### src/sv/ptnst_pkg.sv
package ptnst_pkg;

	// opcodes of an input beat
	localparam logic [1:0] OP_TICK   = 2'd0;
	localparam logic [1:0] OP_SAMPLE = 2'd1;
	localparam logic [1:0] OP_LOAD   = 2'd2;

	// length load targets
	localparam logic [1:0] CH_PULSE1 = 2'd0;
	localparam logic [1:0] CH_PULSE2 = 2'd1;
	localparam logic [1:0] CH_NOISE  = 2'd2;

	// configuration register indexes
	localparam int CFG_IDX_W  = 4;
	localparam int CFG_DATA_W = 12;
	localparam logic [CFG_IDX_W-1:0] REG_P1_CTRL   = 4'd0;
	localparam logic [CFG_IDX_W-1:0] REG_P1_PERIOD = 4'd1;
	localparam logic [CFG_IDX_W-1:0] REG_P2_CTRL   = 4'd2;
	localparam logic [CFG_IDX_W-1:0] REG_P2_PERIOD = 4'd3;
	localparam logic [CFG_IDX_W-1:0] REG_TRI_PERIOD = 4'd4;
	localparam logic [CFG_IDX_W-1:0] REG_NZ_CTRL   = 4'd5;
	localparam logic [CFG_IDX_W-1:0] REG_NZ_PERIOD = 4'd6;
	localparam logic [CFG_IDX_W-1:0] REG_EN_MODE   = 4'd7;

	localparam int TIMER_W = 13;

	// frame sequencer points
	localparam logic [8:0] LEN_LINE_A  = 9'd65;
	localparam logic [8:0] LEN_LINE_B  = 9'd196;
	localparam logic [8:0] FIVE_LINE_A = 9'd52;
	localparam logic [8:0] FIVE_LINE_B = 9'd209;
	localparam logic [8:0] LEN_DOT_LIMIT = 9'd6;

	localparam logic [10:0] PULSE1_MIN_PERIOD = 11'd8;
	localparam logic [14:0] NOISE_SHIFT_INIT  = 15'h0001;

	// mix weights
	localparam int W_PULSE = 75;
	localparam int W_TRI   = 85;
	localparam int W_NOISE = 50;

	typedef struct packed {
		logic [6:0]  p1_ctrl;
		logic [10:0] p1_period;
		logic [6:0]  p2_ctrl;
		logic [10:0] p2_period;
		logic [10:0] tri_period;
		logic [5:0]  nz_ctrl;
		logic [11:0] nz_period;
		logic [4:0]  en_mode;
	} cfg_t;

	typedef struct packed {
		logic [3:0] p1;
		logic [3:0] p2;
		logic [3:0] tri_lvl;
		logic [3:0] nz;
	} levels_t;

	function automatic logic [7:0] duty_init(input logic [1:0] sel);
		logic [7:0] v;
		case (sel)
			2'd0:    v = 8'h01;
			2'd1:    v = 8'h03;
			2'd2:    v = 8'h0F;
			default: v = 8'h03;
		endcase
		return v;
	endfunction

	function automatic logic [7:0] length_lookup(input logic [4:0] idx);
		logic [7:0] v;
		case (idx)
			5'd0:  v = 8'd10;  5'd1:  v = 8'd254; 5'd2:  v = 8'd20;  5'd3:  v = 8'd2;
			5'd4:  v = 8'd40;  5'd5:  v = 8'd4;   5'd6:  v = 8'd80;  5'd7:  v = 8'd6;
			5'd8:  v = 8'd160; 5'd9:  v = 8'd8;   5'd10: v = 8'd60;  5'd11: v = 8'd10;
			5'd12: v = 8'd14;  5'd13: v = 8'd12;  5'd14: v = 8'd26;  5'd15: v = 8'd14;
			5'd16: v = 8'd12;  5'd17: v = 8'd16;  5'd18: v = 8'd24;  5'd19: v = 8'd18;
			5'd20: v = 8'd48;  5'd21: v = 8'd20;  5'd22: v = 8'd96;  5'd23: v = 8'd22;
			5'd24: v = 8'd192; 5'd25: v = 8'd24;  5'd26: v = 8'd72;  5'd27: v = 8'd26;
			5'd28: v = 8'd16;  5'd29: v = 8'd28;  5'd30: v = 8'd32;  default: v = 8'd30;
		endcase
		return v;
	endfunction

	// 15 down to 0, then 0 up to 15
	function automatic logic [3:0] tri_lookup(input logic [4:0] step);
		return step[4] ? step[3:0] : ~step[3:0];
	endfunction

endpackage

### src/sv/pulse_triangle_noise_sound_tick.sv
// Four-voice sound unit (two pulse, triangle, noise) stepped by video timing.
// Each beat is a tick, a sample request, a length load or a no-op; only a sample
// request returns a beat, carrying the weighted voice mix. A beat is captured
// in an input register and handled from there, one beat per cycle while no
// sample request is held: voice timers, duty patterns, the noise shifter and
// the length counters update in that one step, and the mix lands in an output
// register. in_stall rises only when a sample request waits behind an untaken
// sample at the output. Configuration must be written through cfg_we/cfg_index/
// cfg_data only while idle; the block does not enforce this. Indexes above 7
// are ignored.
module pulse_triangle_noise_sound_tick
	import ptnst_pkg::*;
(
	input  logic                  clk,
	input  logic                  arst_n,
	input  logic                  cfg_we,
	input  logic [CFG_IDX_W-1:0]  cfg_index,
	input  logic [CFG_DATA_W-1:0] cfg_data,
	input  logic                  in_valid,
	output logic                  in_stall,
	input  logic [1:0]            opcode,
	input  logic [8:0]            scanline,
	input  logic [8:0]            dot,
	input  logic [1:0]            length_channel,
	input  logic [4:0]            length_index,
	output logic                  out_valid,
	input  logic                  out_stall,
	output logic [12:0]           mixed_sample
);

	cfg_t cfg_q;
	levels_t levels;
	logic [12:0] mixed;

	logic       valid_s1;
	logic [1:0] opcode_s1;
	logic [8:0] scanline_s1, dot_s1;
	logic [1:0] chan_s1;
	logic [4:0] idx_s1;
	logic       adv_s1, accept, out_valid_q;
	logic [12:0] sample_q;

	always_ff @(posedge clk or negedge arst_n) begin
		if (!arst_n) begin
			cfg_q <= '0;
		end else if (cfg_we) begin
			unique case (cfg_index)
				REG_P1_CTRL:    cfg_q.p1_ctrl    <= cfg_data[6:0];
				REG_P1_PERIOD:  cfg_q.p1_period  <= cfg_data[10:0];
				REG_P2_CTRL:    cfg_q.p2_ctrl    <= cfg_data[6:0];
				REG_P2_PERIOD:  cfg_q.p2_period  <= cfg_data[10:0];
				REG_TRI_PERIOD: cfg_q.tri_period <= cfg_data[10:0];
				REG_NZ_CTRL:    cfg_q.nz_ctrl    <= cfg_data[5:0];
				REG_NZ_PERIOD:  cfg_q.nz_period  <= cfg_data[11:0];
				REG_EN_MODE:    cfg_q.en_mode    <= cfg_data[4:0];
				default: ;
			endcase
		end
	end

	// only a sample beat needs room at the output
	assign adv_s1 = valid_s1 && (opcode_s1 != OP_SAMPLE || !out_valid_q || !out_stall);
	assign in_stall = valid_s1 && !adv_s1;
	assign accept   = in_valid && !in_stall;

	always_ff @(posedge clk or negedge arst_n) begin
		if (!arst_n) begin
			valid_s1 <= 1'b0;
		end else if (accept) begin
			valid_s1 <= 1'b1;
		end else if (adv_s1) begin
			valid_s1 <= 1'b0;
		end
	end

	always_ff @(posedge clk) begin
		if (accept) begin
			opcode_s1   <= opcode;
			scanline_s1 <= scanline;
			dot_s1      <= dot;
			chan_s1     <= length_channel;
			idx_s1      <= length_index;
		end
	end

	ptnst_voices u_voices (
		.clk            (clk),
		.arst_n         (arst_n),
		.step_en        (adv_s1),
		.opcode         (opcode_s1),
		.scanline       (scanline_s1),
		.dot            (dot_s1),
		.length_channel (chan_s1),
		.length_index   (idx_s1),
		.cfg            (cfg_q),
		.levels         (levels)
	);

	ptnst_mix u_mix (
		.levels (levels),
		.mixed  (mixed)
	);

	always_ff @(posedge clk or negedge arst_n) begin
		if (!arst_n) begin
			out_valid_q <= 1'b0;
		end else if (adv_s1 && opcode_s1 == OP_SAMPLE) begin
			out_valid_q <= 1'b1;
		end else if (!out_stall) begin
			out_valid_q <= 1'b0;
		end
	end

	always_ff @(posedge clk) begin
		if (adv_s1 && opcode_s1 == OP_SAMPLE) begin
			sample_q <= mixed;
		end
	end

	assign out_valid    = out_valid_q;
	assign mixed_sample = sample_q;

endmodule

### src/sv/ptnst_pulse.sv
module ptnst_pulse
	import ptnst_pkg::*;
(
	input  logic        clk,
	input  logic        arst_n,
	input  logic        tick,
	input  logic        len_clk,
	input  logic        load,
	input  logic [7:0]  load_val,
	input  logic [6:0]  ctrl,
	input  logic [10:0] period,
	output logic        duty_bit,
	output logic        len_nz
);

	logic signed [TIMER_W-1:0] timer_q;
	logic signed [TIMER_W-1:0] timer_dec;
	logic [7:0] pat_q [4];
	logic [7:0] len_q;
	logic [1:0] duty_sel;
	logic       reload;

	assign duty_sel  = ctrl[6:5];
	assign timer_dec = timer_q - 13'sd1;
	assign reload    = timer_dec <= 13'sd0;
	assign duty_bit  = pat_q[duty_sel][0];
	assign len_nz    = len_q != 8'd0;

	always_ff @(posedge clk or negedge arst_n) begin
		if (!arst_n) begin
			timer_q <= '0;
			len_q   <= '0;
			for (int i = 0; i < 4; i++) begin
				pat_q[i] <= duty_init(2'(i));
			end
		end else begin
			if (tick) begin
				if (reload) begin
					timer_q <= $signed({2'b00, period});
					pat_q[duty_sel] <= {pat_q[duty_sel][0], pat_q[duty_sel][7:1]};
				end else begin
					timer_q <= timer_dec;
				end
				// halt in bit 4, counter sticks at zero
				if (len_clk && len_nz && !ctrl[4]) begin
					len_q <= len_q - 8'd1;
				end
			end
			if (load) begin
				len_q <= load_val;
			end
		end
	end

endmodule

### src/sv/ptnst_voices.sv
module ptnst_voices
	import ptnst_pkg::*;
(
	input  logic       clk,
	input  logic       arst_n,
	input  logic       step_en,
	input  logic [1:0] opcode,
	input  logic [8:0] scanline,
	input  logic [8:0] dot,
	input  logic [1:0] length_channel,
	input  logic [4:0] length_index,
	input  cfg_t       cfg,
	output levels_t    levels
);

	logic tick, load, len_clk;
	logic [7:0] load_val;
	logic p1_bit, p1_nz, p2_bit, p2_nz;

	logic signed [TIMER_W-1:0] tri_timer_q, tri_dec;
	logic [4:0] tri_step_q;
	logic signed [TIMER_W-1:0] nz_timer_q, nz_dec;
	logic [14:0] nz_shift_q;
	logic [7:0] nz_len_q;
	logic nz_fb, nz_len_nz;

	assign tick     = step_en && opcode == OP_TICK;
	assign load     = step_en && opcode == OP_LOAD;
	assign load_val = length_lookup(length_index);

	always_comb begin
		if (dot >= LEN_DOT_LIMIT) begin
			len_clk = 1'b0;
		end else if (cfg.en_mode[4]) begin
			len_clk = scanline == FIVE_LINE_A || scanline == FIVE_LINE_B;
		end else begin
			len_clk = scanline == LEN_LINE_A || scanline == LEN_LINE_B;
		end
	end

	ptnst_pulse u_pulse1 (
		.clk      (clk),
		.arst_n   (arst_n),
		.tick     (tick),
		.len_clk  (len_clk),
		.load     (load && length_channel == CH_PULSE1),
		.load_val (load_val),
		.ctrl     (cfg.p1_ctrl),
		.period   (cfg.p1_period),
		.duty_bit (p1_bit),
		.len_nz   (p1_nz)
	);

	ptnst_pulse u_pulse2 (
		.clk      (clk),
		.arst_n   (arst_n),
		.tick     (tick),
		.len_clk  (len_clk),
		.load     (load && length_channel == CH_PULSE2),
		.load_val (load_val),
		.ctrl     (cfg.p2_ctrl),
		.period   (cfg.p2_period),
		.duty_bit (p2_bit),
		.len_nz   (p2_nz)
	);

	assign tri_dec   = tri_timer_q - 13'sd2;
	assign nz_dec    = nz_timer_q - 13'sd1;
	assign nz_fb     = nz_shift_q[0] ^ (cfg.nz_ctrl[5] ? nz_shift_q[6] : nz_shift_q[1]);
	assign nz_len_nz = nz_len_q != 8'd0;

	always_ff @(posedge clk or negedge arst_n) begin
		if (!arst_n) begin
			tri_timer_q <= '0;
			tri_step_q  <= '0;
			nz_timer_q  <= '0;
			nz_shift_q  <= NOISE_SHIFT_INIT;
			nz_len_q    <= '0;
		end else begin
			if (tick) begin
				if (tri_dec <= 13'sd0) begin
					tri_timer_q <= $signed({2'b00, cfg.tri_period});
					tri_step_q  <= tri_step_q + 5'd1;
				end else begin
					tri_timer_q <= tri_dec;
				end
				// noise reloads only once the timer goes negative
				if (nz_dec[TIMER_W-1]) begin
					nz_timer_q <= $signed({1'b0, cfg.nz_period});
					nz_shift_q <= {nz_fb, nz_shift_q[14:1]};
				end else begin
					nz_timer_q <= nz_dec;
				end
				if (len_clk && nz_len_nz && !cfg.nz_ctrl[4]) begin
					nz_len_q <= nz_len_q - 8'd1;
				end
			end
			if (load && length_channel == CH_NOISE) begin
				nz_len_q <= load_val;
			end
		end
	end

	always_comb begin
		levels = '0;
		if (cfg.en_mode[0] && cfg.p1_period >= PULSE1_MIN_PERIOD && p1_nz && p1_bit) begin
			levels.p1 = cfg.p1_ctrl[3:0];
		end
		if (cfg.en_mode[1] && p2_nz && p2_bit) begin
			levels.p2 = cfg.p2_ctrl[3:0];
		end
		if (cfg.en_mode[2]) begin
			levels.tri_lvl = tri_lookup(tri_step_q);
		end
		if (cfg.en_mode[3] && nz_len_nz && nz_shift_q[0]) begin
			levels.nz = cfg.nz_ctrl[3:0];
		end
	end

endmodule

### src/sv/ptnst_mix.sv
module ptnst_mix
	import ptnst_pkg::*;
(
	input  levels_t     levels,
	output logic [12:0] mixed
);

	logic [4:0]  pulse_sum;
	logic [12:0] pulse_part, tri_part, nz_part;

	assign pulse_sum  = {1'b0, levels.p1} + {1'b0, levels.p2};
	assign pulse_part = 13'(32'(pulse_sum) * W_PULSE);
	assign tri_part   = 13'(32'(levels.tri_lvl) * W_TRI);
	assign nz_part    = 13'(32'(levels.nz) * W_NOISE);
	assign mixed      = pulse_part + tri_part + nz_part;

endmodule

### config.mk
export PLATFORM = sky130hd
export DESIGN_NAME = pulse_triangle_noise_sound_tick
export DESIGN_NICKNAME = d
export VERILOG_FILES = /design/src/sv/ptnst_pkg.sv /design/src/sv/pulse_triangle_noise_sound_tick.sv /design/src/sv/ptnst_pulse.sv /design/src/sv/ptnst_voices.sv /design/src/sv/ptnst_mix.sv
export SDC_FILE = /design/constraint.sdc
export NUM_CORES = 1
export LEC_CHECK = 0
export BUFFER_PORTS_ARGS = -buffer_cell sky130_fd_sc_hd__buf_4
export CAP_MARGIN = 10
export CORE_MARGIN = 8
export CORE_UTILIZATION = 25
export CTS_BUF_LIST = sky130_fd_sc_hd__clkbuf_8
export CTS_CLUSTER_SIZE = 16
export DETAILED_ROUTE_END_ITERATION = 12
export PLACE_DENSITY_LB_ADDON = 0.08
export RECOVER_POWER = 50
export SLEW_MARGIN = 0
export SYNTH_ARGS = -nofsm -noshare
export SYNTH_HDL_FRONTEND = slang
export SYNTH_SLANG_ARGS = --single-unit
### constraint.sdc
create_clock -name clk -period 8.88 [get_ports clk]
set_clock_uncertainty 0.2 [all_clocks]
set_input_delay 0.444 -clock clk [delete_from_list [all_inputs] [get_ports clk]]
set_output_delay 0.444 -clock clk [all_outputs]
set_load 0.05 [all_outputs]
[Word level (Yosys, flattened, before mapping)]
Memories as Yosys holds them, arrays and structs flattened. A register that Yosys moved wholly into a read port is not among the register bits.
Cells that the tools add are included.
W data, S select, Z words.
Word-level totals
  word-level logic and storage cells: 179
  register bits: 272
  bits in read-only memories: 224
  input port bits: 48
  memories kept: 1
Operators by class
  reduce and logical (&&, ||, !) cells: 63
  mux-type cells: 38
  bitwise operators: 4
  equality and inequality tests: 17
  multipliers: 3
  $add $sub $neg: 11
  $lt $le $gt $ge: 9
Memories
  (no name shown): words 32, bits a word 7, rd ports 1, clocked after Yosys merged registers in 1, write ports 0, RTL line ptnst_pkg.sv:73  | case (idx)
Operator list (number)
  $mux W8: 15
  $bwmux W32: 2
  $le A13 B1 Y1 const B: 3
  $mux W13: 3
  $sub A13 B2 Y13 const B: 3
  $bmux W8 S2: 2
  $demux W8 S2: 2
  $reduce_and A2 Y1: 15
  $logic_and A1 B1 Y1: 24
  $reduce_bool A8 Y1: 3
  $sub A8 B1 Y8 const B: 3
  $mux W4: 5
  $eq A9 B8 Y1 const B: 2
  $eq A4 B3 Y1 const B: 4
  $reduce_bool A2 Y1: 7
  $add A12 B11 Y13: 1
  $add A13 B10 Y13: 1
  $sub A13 B3 Y13 const B: 1
  $mul A5 B7 Y12 const B: 1
  $mux W12: 1
  $ge A11 B4 Y1 const B: 1
  $mul A4 B7 Y11 const B: 1
  $eq A9 B6 Y1 const B: 1
  $eq A9 B7 Y1 const B: 1
  other kinds (20): 43

[Logic depth before layout (Yosys ltp)]
Gate-level depths: netlist (run 1).
  depth after elaboration: 10
  depth in mapped cells: 27
  depth with buffers taken out: 27

[Modules after synthesis]
From an unflattened synthesis (run 1), not the netlist that was laid out.
Second synthesis, totals
  cells, all modules: 1298
  area total of the unflattened synthesis: 15048.2 µm²
By module, submodules not included
  pulse_triangle_noise_sound_tick: area each 4042.6 µm², cells each 207, times used 1, sequential area each 3002.9 µm²
  ptnst_voices: area each 3563.4 µm², cells each 397, times used 1, sequential area each 1327.5 µm²
  ptnst_pulse at u_voices.u_pulse1: area each 2831.5 µm², cells each 241, times used 1, sequential area each 1337.5 µm²
  ptnst_pulse at u_voices.u_pulse2: area each 2772.7 µm², cells each 243, times used 1, sequential area each 1337.5 µm²
  ptnst_mix: area each 1838.0 µm², cells each 210, times used 1, sequential area each 0.0 µm²

[Worst setup path before layout (run 1)]
No wires, ideal clock.
  path kind: register to register
  from: reg u_voices.u_pulse2.len_q[0]
  to: reg sample_q[11] (netlist: mixed_sample[11]) (data pin)
  period minus slack after synthesis: 6.933 ns
  slack: 1.947 ns
  cell stages (with the launch flop): 24
  required time: 8.522 ns
  data arrival time: 6.575 ns
  buffers on the path: 0
  cell sequence: dfrtp_1 > inv_1 > ha_1 > or3b_2 > nor4_1 > a21oi_1 > and2_1 > ha_1 > a21o_1 > a21oi_1 > xnor2_1 > fa_1 > fa_1 > fa_1 > fa_1 > inv_1 > fa_1 > inv_1 > ha_1 > a21oi_1 > o21ai_0 > or4_1 > a2111o_1 > o211ai_1
On the way
  word-level cells in the longest chain between the ends: 8
RTL lines
  start, declared: RTL line ptnst_pulse.sv:19  | logic [7:0] len_q;
  start signal, assigned: RTL line ptnst_pulse.sv:46  | len_q <= len_q - 8'd1;
  start signal, assigned: RTL line ptnst_pulse.sv:50  | len_q <= load_val;
  $reduce_bool A8 Y1: RTL line ptnst_pulse.sv:27  | assign len_nz = len_q != 8'd0;
  $logic_and A1 B1 Y1 (2 in series): RTL line ptnst_voices.sv:109  | if (cfg.en_mode[1] && p2_nz && p2_bit) begin
  $mux W4: RTL line ptnst_voices.sv:109
  $add A4 B4 Y5: RTL line ptnst_mix.sv:11  | assign pulse_sum = {1'b0, levels.p1} + {1'b0, levels.p2};
  $mul A5 B7 Y12: RTL line ptnst_mix.sv:12  | assign pulse_part = 13'(32'(pulse_sum) * W_PULSE);
  $add A12 B11 Y13: RTL line ptnst_mix.sv:15  | assign mixed = pulse_part + tri_part + nz_part;
  $add A13 B10 Y13: RTL line ptnst_mix.sv:15
  named net mixed[11]: RTL line pulse_triangle_noise_sound_tick.sv:33  | logic [12:0] mixed;
  end signal, assigned: RTL line pulse_triangle_noise_sound_tick.sv:116  | sample_q <= mixed;
  end, declared: RTL line pulse_triangle_noise_sound_tick.sv:41  | logic [12:0] sample_q;
The timed path passes the listed nets, and every way through them passes these cells.
A chain may end at the register's enable or synchronous reset.

[Worst setup path after layout (run 1)]
Ends and elaborated chain as after synthesis.

==> results of run 1 <==
## cell type report
| cell class | count | area (um^2) |
|---|---|---|
| clock inverter | 33 | 224 |
| multi-input combinational | 883 | 7390 |
| timing repair buffer | 115 | 886 |
| clock buffer | 74 | 1020 |
| antenna | 1 | 2.50 |
| tap | 782 | 978 |
| inverter | 109 | 409 |
| fill | 6173 | 41900 |
| sequential | 277 | 7120 |
## kinds of logic after synthesis
logic type / count (synthesis) / share of synthesized area
and+or+nand+nor: 353 / 0.126
DFF: 277 / 0.473
AOI/OAI and AO/OA: 198 / 0.0912
muxes: 188 / 0.152
buffers and inverters: 152 / 0.0382
adders and majority gates: 94 / 0.0911
xor gates and xnor gates: 50 / 0.0291
## state kept, by name, summed over array words and instances (netlist names), 13 cells and up
name and cells:
u_voices.tri_timer_q 13, u_voices.u_pulse2.pat_q 32, u_voices.nz_shift_q 15, mixed_sample 13, u_voices.u_pulse1.timer_q 13, cfg_q 70
u_voices.u_pulse1.pat_q 32, u_voices.u_pulse2.timer_q 13
## how the worst max path moves through the flow
stage                                          start                     endpoint  slack [ns]  cells after the start
after floorplan           u_voices.u_pulse2.len_q[0]             mixed_sample[11]        1.95                     23
after global placement    u_voices.u_pulse2.len_q[0]             mixed_sample[12]        1.22                     23
after detailed placement  u_voices.u_pulse2.len_q[0]             mixed_sample[12]        1.19                     23
after CTS                 u_voices.u_pulse2.len_q[0]             mixed_sample[12]        1.15                     23
after global routing                          arst_n  u_voices.u_pulse2.pat_q[13]        0.40                      3
final                     u_voices.u_pulse2.len_q[0]             mixed_sample[11]        1.28                     23
## power by group
| group | internal (uW) | total, uW | leakage [uW] | switching [uW] |
|---|---|---|---|---|
| clock | 833 | 1440 | 0.000713 | 608 |
| sequential | 1480 | 1680 | 0.00333 | 198 |
| combinational | 349 | 768 | 0.00379 | 419 |
## routing by layer
metal	wire length, um	vias up
li1	-	5015
met1	18000	5095
met2	17800	151
met3	1530	77
met4	1090	0
met5	0	-
## stage by stage
step / hold slack [ns] / instance area (um^2) / util
after CTS: 0.118 / 18100 / 0.303
after detailed placement: 0.268 / 16500 / 0.275
final: 0.192 / 18000 / 0.301
after global placement: 0.265 / 16500 / 0.275
after global routing: 0.153 / 18000 / 0.301
after floorplan: -0.0516 / 15100 / -
## cell usage in the layout, fill, tap and decap left out, types with 16 or more instances in the layout
| cell | instances |
|---|---|
| clkbuf_4 | 25 |
| a21oi_1 | 36 |
| xor2_1 | 17 |
| nand3_1 | 34 |
| nor2_1 | 56 |
| nand2_1 | 92 |
| nor3_1 | 29 |
| inv_1 | 127 |
| xnor2_1 | 32 |
| nor4_1 | 16 |
| edfxtp_1 | 39 |
| dlygate4sd3_1 | 42 |
| mux2i_1 | 16 |
| fa_1 | 26 |
| dfrtp_1 | 212 |
| buf_4 | 26 |
| clkbuf_1 | 22 |
| clkbuf_8 | 74 |
| ha_1 | 68 |
| mux4_2 | 17 |
| dfstp_2 | 19 |
| and2_1 | 19 |
| o21ai_0 | 54 |
| mux2_2 | 154 |
## worst reg2reg max path: stages, from the launching register on
cell and delay (ns):
dfrtp_1 0.40, inv_1 0.07, ha_1 0.15, or3b_2 0.48, nor4_1 0.38, a21oi_1 0.25, and2_1 0.25, ha_1 0.31
a21o_1 0.18, a21oi_1 0.18, xnor2_1 0.28, fa_1 0.52, fa_1 0.49, fa_1 0.52, fa_1 0.55, inv_1 0.05
fa_1 0.53, inv_1 0.04, ha_1 0.32, a21oi_1 0.21, o21ai_0 0.15, or4_1 0.45, a2111o_1 0.39, o211ai_1 0.09
## synth_stat cells (all sizes together), types with 8 or more instances
| master | count | area share |
|---|---|---|
| xor2 | 18 | 0.010 |
| inv | 109 | 0.027 |
| nor2 | 57 | 0.015 |
| mux2i | 16 | 0.011 |
| nor4 | 17 | 0.0081 |
| mux2 | 155 | 0.12 |
| or3 | 12 | 0.0050 |
| fa | 26 | 0.035 |
| nand3 | 34 | 0.011 |
| o21ai | 54 | 0.018 |
| clkbuf | 35 | 0.0087 |
| or4 | 11 | 0.0057 |
| dfrtp | 212 | 0.35 |
| a21oi | 40 | 0.014 |
| a22oi | 8 | 0.0040 |
| a21o | 8 | 0.0040 |
| and3 | 13 | 0.0054 |
| and2 | 21 | 0.0087 |
| buf | 8 | 0.0023 |
| mux4 | 17 | 0.025 |
| nand3b | 11 | 0.0055 |
| a31oi | 10 | 0.0042 |
| edfxtp | 39 | 0.078 |
| nor3 | 29 | 0.0096 |
| ha | 68 | 0.057 |
| nor3b | 9 | 0.0048 |
| dfstp | 19 | 0.033 |
| nand2 | 92 | 0.023 |
| xnor2 | 32 | 0.019 |
| o211ai | 14 | 0.0070 |
| nand4 | 12 | 0.0050 |
## timing repair
item	CTS	global route
endpoints found under the setup margin	0	0
hold endpoints to repair	181	0
hold buffers	42	0
resized for setup	0	0
==> impl_metrics.xml, run 1 <==
<?xml version="1.0" encoding="UTF-8"?>
<metrics>
  <group name="worst_hold_path">
    <metric name="hold_start" unit="">cfg_index[1]</metric>
    <metric name="holdCritPathClass" unit="">in2reg</metric>
    <metric name="worstHoldPathCells" unit="">4</metric>
    <metric name="hold_path_end" unit="">cfg_q[4]</metric>
  </group>
  <group name="synth">
    <metric name="ys_warnings" unit="">0</metric>
    <metric name="synth_enable_flop_cells" unit="">39</metric>
    <metric name="synth.ff_latch_count" unit="">277</metric>
    <metric name="post_synth_instance_area" unit="um^2">15100</metric>
    <metric name="yosysUniqueCellTypes" unit="">81</metric>
    <metric name="ys_dominant_reg_cell" unit="">dfrtp_1</metric>
    <metric name="synth_seq_area_share" unit="">0.473</metric>
    <metric name="syn-instance-count" unit="">1312</metric>
    <metric name="syn_avg_cell_area" unit="um^2">11.5</metric>
    <metric name="async_flop_share" unit="">0.834</metric>
    <metric name="synth_nets" unit="">1454</metric>
  </group>
  <group name="clock_network">
    <metric name="clock_tree.buffer_depth" unit="">3</metric>
    <metric name="cts_setup_buffers" unit="">0</metric>
    <metric name="number_of_buffers_added_by_the_clock_tree_synthesis_step" unit="">57</metric>
    <metric name="cts_root_buf" unit="">clkbuf_8</metric>
    <metric name="insertion_delay" unit="ns">0.65</metric>
    <metric name="clkTransAtPathRegs" unit="ns">0.06</metric>
    <metric name="h-tree-depth" unit="">2</metric>
    <metric name="tritoncts" unit="">yes</metric>
    <metric name="clock_sink_count" unit="">277</metric>
  </group>
  <group name="floorplan">
    <metric name="design.die.area" unit="um^2">68300</metric>
    <metric name="initial_utilization" unit="">0.251</metric>
    <metric name="fp.dieW" unit="um">261</metric>
    <metric name="std_cell_rows" unit="">90</metric>
    <metric name="core_area" unit="um^2">59900</metric>
    <metric name="io_pins" unit="">63</metric>
    <metric name="die-height" unit="um">261</metric>
  </group>
  <group name="setup_path">
    <metric name="critical_path.most_common_cell" unit="">fa_1</metric>
    <metric name="worst_ep_required_time" unit="ns">9.15</metric>
    <metric name="rr_endpoint" unit="">mixed_sample[11]</metric>
    <metric name="timing.critical_path.from_type" unit="">flip-flop</metric>
    <metric name="worstPathBufferInverterCount" unit="">3</metric>
    <metric name="critical_path_arrival" unit="ns">7.88</metric>
    <metric name="timing_worst_setup_path_type" unit="">reg2reg</metric>
    <metric name="cp_max_fo" unit="">4</metric>
    <metric name="r2r-start" unit="">u_voices.u_pulse2.len_q[0]</metric>
    <metric name="worst_r2r_path_depth" unit="">23</metric>
    <metric name="cpPeakStageDelay" unit="ns">0.55</metric>
    <metric name="worstSetupEndpointType" unit="">flip-flop</metric>
    <metric name="family_with_the_most_delay_on_the_worst_path" unit="">adder cells</metric>
    <metric name="cp_slowest_cell" unit="">fa_1</metric>
    <metric name="reg2reg_setup_slack" unit="ns">1.28</metric>
    <metric name="crit_path_cell_trace" unit="">inv_1 -&gt; ha_1 -&gt; or3b_2 -&gt; nor4_1 -&gt; a21oi_1 -&gt; and2_1 -&gt; ha_1 -&gt; a21o_1 -&gt; a21oi_1 -&gt; xnor2_1 -&gt; fa_1 -&gt; fa_1 -&gt; fa_1 -&gt; fa_1 -&gt; inv_1 -&gt; fa_1 -&gt; inv_1 -&gt; ha_1 -&gt; a21oi_1 -&gt; o21ai_0 -&gt; or4_1 -&gt; a2111o_1 -&gt; o211ai_1</metric>
  </group>
  <group name="status">
    <metric name="violations_in_the_final_reports" unit="">max-capacitance violations, max-slew violations</metric>
    <metric name="result_of_the_run" unit="">finished, violations left</metric>
  </group>
  <group name="global_routing">
    <metric name="first_pass_grt_wire_length" unit="mm">60.9</metric>
    <metric name="global_route.overflow_total" unit="">0</metric>
    <metric name="number_of_global_route_vias_before_repair" unit="">10600</metric>
    <metric name="grt_use_met2" unit="">0.179</metric>
    <metric name="number_of_antenna_violations_at_the_first_check_in_global_routing" unit="">1</metric>
    <metric name="globalRouteTotalUtil" unit="">0.113</metric>
    <metric name="grt.busiest_layer" unit="">met2</metric>
    <metric name="grt_max_degree" unit="">133</metric>
    <metric name="grt_util_met3" unit="">0.0258</metric>
    <metric name="grtUsageMet1" unit="">0.151</metric>
  </group>
  <group name="run">
    <metric name="maxCapViolations" unit="">4</metric>
  </group>
  <group name="drt">
    <metric name="post_drt_via_cell_ratio" unit="">4.55</metric>
    <metric name="drtAntennaViolNets" unit="">0</metric>
    <metric name="vias" unit="">10300</metric>
    <metric name="first_pass_iters" unit="">5</metric>
    <metric name="detailedRoute.firstIterationViolations" unit="">599</metric>
    <metric name="postRouteWirelength" unit="mm">38.3</metric>
    <metric name="routed_wire_length_per_instance" unit="um">16.9</metric>
    <metric name="remaining_design_rule_violation_count" unit="">0</metric>
  </group>
  <group name="sta">
    <metric name="timing_max_transition_violations_final" unit="">319</metric>
    <metric name="tightestPinTransition" unit="ns">5.66</metric>
    <metric name="final-hold-violation-count" unit="">0</metric>
    <metric name="grt_setup_unrepaired" unit="">false</metric>
    <metric name="worst_slew_margin_rel" unit="">-2.77</metric>
    <metric name="final.period_utilization" unit="">0.856</metric>
    <metric name="report.final.setup_viol" unit="">0</metric>
    <metric name="post-route-worst-setup-slack" unit="ns">1.28</metric>
    <metric name="setup_total_negative_slack" unit="ns">0</metric>
    <metric name="fmax" unit="GHz">0.132</metric>
    <metric name="period_minus_slack" unit="ns">7.60</metric>
  </group>
  <group name="cells_and_area">
    <metric name="nNetsFinal" unit="">1585</metric>
    <metric name="final_layout_size_suffix_gt1_frac" unit="">0.237</metric>
    <metric name="layoutNonFillerInstCount" unit="">2274</metric>
    <metric name="layout-area-overhead-vs-synth" unit="%">19.7</metric>
  </group>
  <group name="placement">
    <metric name="dp_worst_setup_slack" unit="ns">1.19</metric>
    <metric name="place_congestion" unit="">0.735</metric>
    <metric name="dp_hpwl" unit="mm">25.5</metric>
    <metric name="placed_cells_incl_taps" unit="">2124</metric>
    <metric name="io_buffers" unit="">61</metric>
  </group>
  <group name="power_and_ir_drop">
    <metric name="ir_drop" unit="V">0.0000971</metric>
    <metric name="leakage" unit="uW">0.00783</metric>
    <metric name="cellPowerDensity" unit="nW/um^2">216</metric>
    <metric name="total_power_draw" unit="uW">3890</metric>
  </group>
</metrics>
No activity file was read; power rests on OpenSTA's default activity.
==> run 2: changes to the inputs <==
--- a/config.mk
+++ b/config.mk
@@ -7,7 +7,6 @@
 export LEC_CHECK = 0
 export BUFFER_PORTS_ARGS = -buffer_cell sky130_fd_sc_hd__buf_4
 export CAP_MARGIN = 10
-export CORE_MARGIN = 8
 export CORE_UTILIZATION = 25
 export CTS_BUF_LIST = sky130_fd_sc_hd__clkbuf_8
 export CTS_CLUSTER_SIZE = 16
==> run 2 against run 1 <==
Effect of this change: routed wire length shrank 0.88%; setup slack lost 0.066 ns; non-clock buffer count grew 1; clock power shrank 11%; the run ends with design-rule violations, max-capacitance violations, max-slew violations left.
==> impl_metrics.xml, run 2 (same netlist as run 1, synthesis figures left out) <==
<?xml version="1.0" encoding="UTF-8"?>
<metrics>
  <group name="setup_path">
    <metric name="cp_max_fo" unit="">4</metric>
    <metric name="timing.critical_path.from_type" unit="">flip-flop</metric>
    <metric name="worst_ep_required_time" unit="ns">9.10</metric>
    <metric name="timing_worst_setup_path_type" unit="">reg2reg</metric>
    <metric name="worstSetupEndpointType" unit="">flip-flop</metric>
    <metric name="worst_r2r_path_depth" unit="">23</metric>
    <metric name="critical_path_arrival" unit="ns">7.89</metric>
  </group>
  <group name="placement">
    <metric name="dp_hpwl" unit="mm">25.3</metric>
    <metric name="placed_cells_incl_taps" unit="">2118</metric>
    <metric name="io_buffers" unit="">61</metric>
    <metric name="place_congestion" unit="">0.762</metric>
  </group>
  <group name="cells_and_area">
    <metric name="biggestRegsByFlops" unit="">cfg_q x70, u_voices.u_pulse1.pat_q x32, u_voices.u_pulse2.pat_q x32</metric>
    <metric name="mostFrequentLayoutCell" unit="">dfrtp_1</metric>
    <metric name="largest_register" unit="">cfg_q</metric>
    <metric name="mostFrequentLayoutCells" unit="">212 x dfrtp_1, 154 x mux2_2, 137 x inv_1</metric>
    <metric name="layoutNonFillerInstCount" unit="">2260</metric>
    <metric name="layout.filler_cells" unit="">6197</metric>
    <metric name="nNetsFinal" unit="">1583</metric>
    <metric name="largest_register_ff_count" unit="">70</metric>
    <metric name="final_layout_size_suffix_gt1_frac" unit="">0.229</metric>
    <metric name="layout-area-overhead-vs-synth" unit="%">18.4</metric>
  </group>
  <group name="floorplan">
    <metric name="design.die.area" unit="um^2">61200</metric>
    <metric name="die-height" unit="um">247</metric>
    <metric name="std_cell_rows" unit="">89</metric>
    <metric name="core_area" unit="um^2">59200</metric>
    <metric name="fp.dieW" unit="um">247</metric>
    <metric name="initial_utilization" unit="">0.254</metric>
    <metric name="io_pins" unit="">63</metric>
  </group>
  <group name="worst_hold_path">
    <metric name="holdCritPathClass" unit="">in2reg</metric>
    <metric name="worstHoldPathCells" unit="">2</metric>
  </group>
  <group name="global_routing">
    <metric name="globalRouteTotalUtil" unit="">0.128</metric>
    <metric name="grt_max_degree" unit="">101</metric>
    <metric name="global_route.overflow_total" unit="">0</metric>
    <metric name="grt_use_met2" unit="">0.202</metric>
    <metric name="grt_util_met3" unit="">0.0258</metric>
    <metric name="grt.busiest_layer" unit="">met2</metric>
    <metric name="grtUsageMet1" unit="">0.175</metric>
    <metric name="first_pass_grt_wire_length" unit="mm">61.3</metric>
    <metric name="number_of_global_route_vias_before_repair" unit="">10600</metric>
    <metric name="number_of_antenna_violations_at_the_first_check_in_global_routing" unit="">2</metric>
  </group>
  <group name="status">
    <metric name="violations_in_the_final_reports" unit="">design-rule violations, max-capacitance violations, max-slew violations</metric>
    <metric name="result_of_the_run" unit="">finished, violations left</metric>
  </group>
  <group name="sta">
    <metric name="tightestPinTransition" unit="ns">5.70</metric>
    <metric name="fmax" unit="GHz">0.130</metric>
    <metric name="final.period_utilization" unit="">0.864</metric>
    <metric name="worst_slew_margin_rel" unit="">-2.80</metric>
    <metric name="grt_setup_unrepaired" unit="">false</metric>
    <metric name="report.final.setup_viol" unit="">0</metric>
    <metric name="timing_max_transition_violations_final" unit="">335</metric>
    <metric name="final-hold-violation-count" unit="">0</metric>
    <metric name="period_minus_slack" unit="ns">7.67</metric>
    <metric name="setup_total_negative_slack" unit="ns">0</metric>
  </group>
  <group name="drt">
    <metric name="drtAntennaViolNets" unit="">0</metric>
    <metric name="postRouteWirelength" unit="mm">38.0</metric>
    <metric name="remaining_design_rule_violation_count" unit="">6</metric>
    <metric name="routed_wire_length_per_instance" unit="um">16.8</metric>
    <metric name="detailedRoute.firstIterationViolations" unit="">490</metric>
    <metric name="first_pass_iters" unit="">9</metric>
    <metric name="vias" unit="">10200</metric>
    <metric name="post_drt_via_cell_ratio" unit="">4.52</metric>
  </group>
  <group name="clock_network">
    <metric name="clock_sink_count" unit="">277</metric>
    <metric name="cts_root_buf" unit="">clkbuf_8</metric>
    <metric name="number_of_buffers_added_by_the_clock_tree_synthesis_step" unit="">54</metric>
    <metric name="h-tree-depth" unit="">2</metric>
    <metric name="clock_tree.buffer_depth" unit="">3</metric>
    <metric name="insertion_delay" unit="ns">0.65</metric>
    <metric name="tritoncts" unit="">yes</metric>
    <metric name="clkTransAtPathRegs" unit="ns">0.06</metric>
  </group>
  <group name="power_and_ir_drop">
    <metric name="ir_drop" unit="V">0.0000904</metric>
    <metric name="cellPowerDensity" unit="nW/um^2">209</metric>
    <metric name="leakage" unit="uW">0.00778</metric>
  </group>
  <group name="run">
    <metric name="maxCapViolations" unit="">6</metric>
  </group>
</metrics>
-- run 2: cell types whose count changed in the layout (fill, tap and decap cells not counted), sizes merged --
cell,change
clkbuf,-7
inv,+9
buf,+1
bufinv,-2
clkinv,-5
clkinvlp,+1
dlygate4sd3,-2
-- run 2: critical path: stages (launching register included) --
cell       delay (ns)
dfrtp_1          0.40
inv_1            0.07
ha_1             0.15
or3b_2           0.48
nor4_1           0.43
a21oi_1          0.27
and2_1           0.25
ha_1             0.30
a21o_1           0.18
a21oi_1          0.16
xnor2_1          0.26
fa_1             0.52
fa_1             0.47
fa_1             0.52
fa_1             0.55
inv_1            0.05
fa_1             0.52
inv_1            0.04
ha_1             0.33
a21o_1           0.17
a21oi_1          0.22
a2bb2oi_1        0.34
a211oi_1         0.16
o311ai_0         0.38
-- run 2: repair_timing --
action | CTS | global route
setup buffers | 0 | 0
endpoints found under the hold margin | 180 | 0
setup endpoints to repair | 0 | 0
resized for setup | 0 | 0
hold buffers | 40 | 0
-- run 2: final timing paths --
check / from / to / slack, ns
worst max-delay path: u_voices.u_pulse2.len_q[0] / mixed_sample[12] / 1.21
worst min-delay path: cfg_data[5] / cfg_q[50] / 0.06
worst max register to register: u_voices.u_pulse2.len_q[0] / mixed_sample[12] / 1.21
worst min register to register: u_voices.u_pulse2.len_q[7] / u_voices.u_pulse2.len_q[7] / 0.28
max in group asynchronous: arst_n / cfg_q[14] / 2.26
min in group asynchronous: arst_n / cfg_q[44] / 2.27
-- run 2: cell type report --
cell class	instances	area, um^2	area share
Timing Repair Buffer	116	880	0.0494
Multi-Input combinational cell	883	7380	0.414
Sequential cell	277	7120	0.399
Clock buffer	65	895	0.0502
Clock inverter	36	179	0.0100
Inverter	109	409	0.0230
Tap cell	773	967	0.0543
Antenna cell	1	2.50	0.000140
-- run 2: power breakdown --
part / internal (uW) / total [uW] / switching (uW)
clock: 690 / 1280 / 588
sequential: 1480 / 1680 / 192
combinational: 350 / 771 / 421
total: 2520 / 3730 / 1200
-- run 2: metal layers --
layer	wire (um)	share of wire
met1	18300	0.48
met2	17300	0.46
met3	1340	0.035
met4	1020	0.027
met5	0	0
-- run 2: metrics by stage --
step	area (um^2)	utilization	hold WS, ns	setup slack (ns)	power, uW
floorplan	15100	-	-0.0516	1.95	2230
global placement	16500	0.278	0.266	1.26	2470
detailed placement	16500	0.278	0.275	1.18	2480
CTS	17900	0.303	0.0160	1.12	3830
global route	17800	0.301	0.0308	0.666	4010
finish	17800	0.301	0.0645	1.21	3730
==> run 3: changes to the inputs <==
--- a/config.mk
+++ b/config.mk
@@ -5,6 +5,7 @@
 export SDC_FILE = /design/constraint.sdc
 export NUM_CORES = 1
 export LEC_CHECK = 0
+export ABC_AREA = 1
 export BUFFER_PORTS_ARGS = -buffer_cell sky130_fd_sc_hd__buf_4
 export CAP_MARGIN = 10
 export CORE_UTILIZATION = 25
==> run 3 against run 2 <==
Effect of this change: the run ends with max-capacitance violations, max-slew violations left; routed wire length rose by 11%; final cell count increased by 28%; sequential power barely moved; die area up 3.7%; critical endpoint is now mixed_sample[10]; largest cell class unchanged; largest power group unchanged.
==> impl_metrics.xml, run 3 <==
<?xml version="1.0" encoding="UTF-8"?>
<metrics>
  <group name="status">
    <metric name="result_of_the_run" unit="">finished, violations left</metric>
    <metric name="violations_in_the_final_reports" unit="">max-capacitance violations, max-slew violations</metric>
  </group>
  <group name="drt">
    <metric name="drtAntennaViolNets" unit="">0</metric>
    <metric name="postRouteWirelength" unit="mm">42.1</metric>
    <metric name="post_drt_via_cell_ratio" unit="">4.38</metric>
    <metric name="remaining_design_rule_violation_count" unit="">0</metric>
    <metric name="detailedRoute.firstIterationViolations" unit="">612</metric>
    <metric name="routed_wire_length_per_instance" unit="um">14.5</metric>
    <metric name="vias" unit="">12700</metric>
    <metric name="first_pass_iters" unit="">5</metric>
  </group>
  <group name="clock_network">
    <metric name="number_of_buffers_added_by_the_clock_tree_synthesis_step" unit="">57</metric>
    <metric name="insertion_delay" unit="ns">0.66</metric>
    <metric name="ctsResizeCount" unit="">0</metric>
    <metric name="clkTransAtPathRegs" unit="ns">0.06</metric>
    <metric name="clock_tree.buffer_depth" unit="">3</metric>
    <metric name="tritoncts" unit="">yes</metric>
    <metric name="h-tree-depth" unit="">2</metric>
    <metric name="clock_sink_count" unit="">277</metric>
    <metric name="cts_root_buf" unit="">clkbuf_8</metric>
  </group>
  <group name="floorplan">
    <metric name="design.die.area" unit="um^2">63500</metric>
    <metric name="core_area" unit="um^2">61700</metric>
    <metric name="io_pins" unit="">63</metric>
    <metric name="initial_utilization" unit="">0.253</metric>
    <metric name="fp.dieW" unit="um">252</metric>
    <metric name="die-height" unit="um">252</metric>
    <metric name="std_cell_rows" unit="">91</metric>
  </group>
  <group name="power_and_ir_drop">
    <metric name="cellPowerDensity" unit="nW/um^2">246</metric>
    <metric name="leakage" unit="uW">0.00914</metric>
    <metric name="total_power_draw" unit="uW">4550</metric>
    <metric name="ir_drop" unit="V">0.000106</metric>
  </group>
  <group name="cells_and_area">
    <metric name="mostFrequentLayoutCell" unit="">nand2_1</metric>
    <metric name="layout.filler_cells" unit="">6720</metric>
    <metric name="final_layout_size_suffix_gt1_frac" unit="">0.0930</metric>
    <metric name="layout-area-overhead-vs-synth" unit="%">18.3</metric>
    <metric name="nNetsFinal" unit="">2157</metric>
    <metric name="biggestRegsByFlops" unit="">cfg_q x70, u_voices.u_pulse1.pat_q x32, u_voices.u_pulse2.pat_q x32</metric>
    <metric name="largest_register" unit="">cfg_q</metric>
    <metric name="mostFrequentLayoutCells" unit="">534 x nand2_1, 274 x inv_1, 212 x dfrtp_1</metric>
    <metric name="largest_register_ff_count" unit="">70</metric>
  </group>
  <group name="global_routing">
    <metric name="globalRouteTotalUtil" unit="">0.135</metric>
    <metric name="first_pass_grt_wire_length" unit="mm">68.0</metric>
    <metric name="number_of_global_route_vias_before_repair" unit="">12400</metric>
    <metric name="number_of_antenna_violations_at_the_first_check_in_global_routing" unit="">3</metric>
    <metric name="global_route.overflow_total" unit="">0</metric>
    <metric name="grt_max_degree" unit="">142</metric>
  </group>
  <group name="synth">
    <metric name="post-synth-top-count-cell" unit="">nand2_1</metric>
    <metric name="yosysUniqueCellTypes" unit="">51</metric>
    <metric name="synth.ff_latch_count" unit="">277</metric>
    <metric name="synth_seq_area_share" unit="">0.456</metric>
    <metric name="synth.cells.most_frequent" unit="">532 x nand2_1, 254 x inv_1, 212 x dfrtp_1</metric>
    <metric name="cell_types_with_the_largest_area_share_after_synthesis" unit="">dfrtp_1 34%, nand2_1 13%, edfxtp_1 7.5%</metric>
    <metric name="post-synth-top-area-fraction" unit="">0.340</metric>
    <metric name="async_flop_share" unit="">0.834</metric>
    <metric name="synth_nets" unit="">2041</metric>
    <metric name="ys_dominant_reg_cell" unit="">dfrtp_1</metric>
    <metric name="synth_top_area_cell" unit="">dfrtp_1</metric>
    <metric name="post_synth_instance_area" unit="um^2">15600</metric>
    <metric name="syn-instance-count" unit="">1899</metric>
    <metric name="synth_enable_flop_cells" unit="">39</metric>
    <metric name="syn_avg_cell_area" unit="um^2">8.22</metric>
    <metric name="ys_warnings" unit="">0</metric>
  </group>
  <group name="sta">
    <metric name="final-hold-violation-count" unit="">0</metric>
    <metric name="final.period_utilization" unit="">0.836</metric>
    <metric name="fmax" unit="GHz">0.135</metric>
    <metric name="setup_total_negative_slack" unit="ns">0</metric>
    <metric name="timing_max_transition_violations_final" unit="">260</metric>
    <metric name="report.final.setup_viol" unit="">0</metric>
    <metric name="tightestPinTransition" unit="ns">5.13</metric>
    <metric name="grt_setup_unrepaired" unit="">false</metric>
    <metric name="worst_slew_margin_rel" unit="">-2.42</metric>
    <metric name="period_minus_slack" unit="ns">7.43</metric>
  </group>
  <group name="setup_path">
    <metric name="timing_worst_setup_path_type" unit="">reg2reg</metric>
    <metric name="cp_max_fo" unit="">17</metric>
    <metric name="timing.critical_path.from_type" unit="">flip-flop</metric>
    <metric name="critical_path_arrival" unit="ns">7.61</metric>
    <metric name="reg2reg_setup_slack" unit="ns">1.45</metric>
    <metric name="worstSetupEndpointType" unit="">flip-flop</metric>
    <metric name="worst_ep_required_time" unit="ns">9.06</metric>
    <metric name="cpPeakStageDelay" unit="ns">0.56</metric>
    <metric name="cp_slowest_cell" unit="">fa_1</metric>
  </group>
  <group name="placement">
    <metric name="dp_hpwl" unit="mm">28.1</metric>
    <metric name="io_buffers" unit="">61</metric>
    <metric name="place_congestion" unit="">0.772</metric>
  </group>
  <group name="worst_hold_path">
    <metric name="holdCritPathClass" unit="">in2reg</metric>
  </group>
  <group name="run">
    <metric name="maxCapViolations" unit="">3</metric>
  </group>
</metrics>
## run 3: cell types whose count changed after synthesis, sizes merged, moves of 71 or more
| cell | delta |
|---|---|
| nand2 | +451 |
| o21ai | +85 |
| nor2 | +71 |
| nand3 | +104 |
| inv | +147 |
| mux2 | -153 |
## run 3: worst max-delay path, delay by kind of cell, from the launching register on
| kind | cells | cell delay (ns) |
|---|---|---|
| DFF | 1 | 0.41 |
| and+or+nand+nor | 8 | 1.01 |
| buffers and inverters | 7 | 0.96 |
| xor gates and xnor gates | 1 | 0.15 |
| adders and majority gates | 8 | 3.34 |
| AOI/OAI and AO/OA | 4 | 1.08 |
## run 3: per-layer routing
| metal | wire, um | vias up | part of all wire | track usage |
|---|---|---|---|---|
| met3 | 1720 | 58 | 0.041 | 0.0246 |
| met2 | 18800 | 223 | 0.45 | 0.215 |
| met5 | 0 | - | 0 | 0 |
| li1 | - | 6440 | - | - |
| met1 | 20600 | 5989 | 0.49 | 0.183 |
| met4 | 945 | 0 | 0.022 | 0.0433 |
## run 3: kinds of logic (layout without fill, tap and decap cells)
| kind of cell | Yosys count | count (layout) | synth area share |
|---|---|---|---|
| and+or+nand+nor | 922 | 922 | 0.260 |
| buffers and inverters | 323 | 488 | 0.0851 |
| DFF | 277 | 277 | 0.456 |
| AOI/OAI and AO/OA | 236 | 236 | 0.0852 |
| adders and majority gates | 94 | 94 | 0.0878 |
| xor gates and xnor gates | 45 | 45 | 0.0252 |
| muxes | 2 | 2 | 0.00144 |
| other | 0 | 3 | 0 |
## run 3: timing repair
action / CTS / global route
setup buffers: 0 / 0
hold buffers: 41 / 0
hold endpoints to repair: 143 / 0
## run 3: final cells by class
cell class / instances / area [um^2] / share of cell area
diodes: 3 / 7.51 / 0.000406
clock buffers: 73 / 1000 / 0.0544
clock inverters: 35 / 233 / 0.0126
inverters: 260 / 978 / 0.0530
multi-input cells: 1299 / 7170 / 0.388
flip-flops and latches: 277 / 7120 / 0.385
well taps: 837 / 1050 / 0.0567
repair buffers: 120 / 921 / 0.0499
## run 3: worst paths after layout
path                                              from                            end  cells past startpoint
max                                          cfg_q[50]               mixed_sample[10]                     28
min                                             cfg_we                      cfg_q[22]                      5
max reg2reg                                  cfg_q[50]               mixed_sample[10]                     28
min reg2reg                u_voices.u_pulse2.pat_q[24]    u_voices.u_pulse2.pat_q[24]                      2
max in group asynchronous                       arst_n    u_voices.u_pulse1.pat_q[31]                      3
min in group asynchronous                       arst_n  u_voices.u_pulse2.timer_q[11]                      2
## run 3: per-stage QoR
stage	area [um^2]	instances	hold WS, ns	setup slack [ns]	utilization
final	18500	2904	0.144	1.45	0.299
after global placement	16900	2752	0.249	1.49	0.274
after detailed placement	16900	2752	0.253	1.41	0.274
after floorplan	15600	1899	-0.0516	2.60	-
after CTS	18600	2901	0.0557	1.39	0.301
after global routing	18500	2903	0.115	0.721	0.299
## run 3: report_power, final
group | switching (uW) | total, uW | internal, uW
registers | 183 | 1710 | 1530
clock network | 620 | 1440 | 823
logic | 881 | 1390 | 513
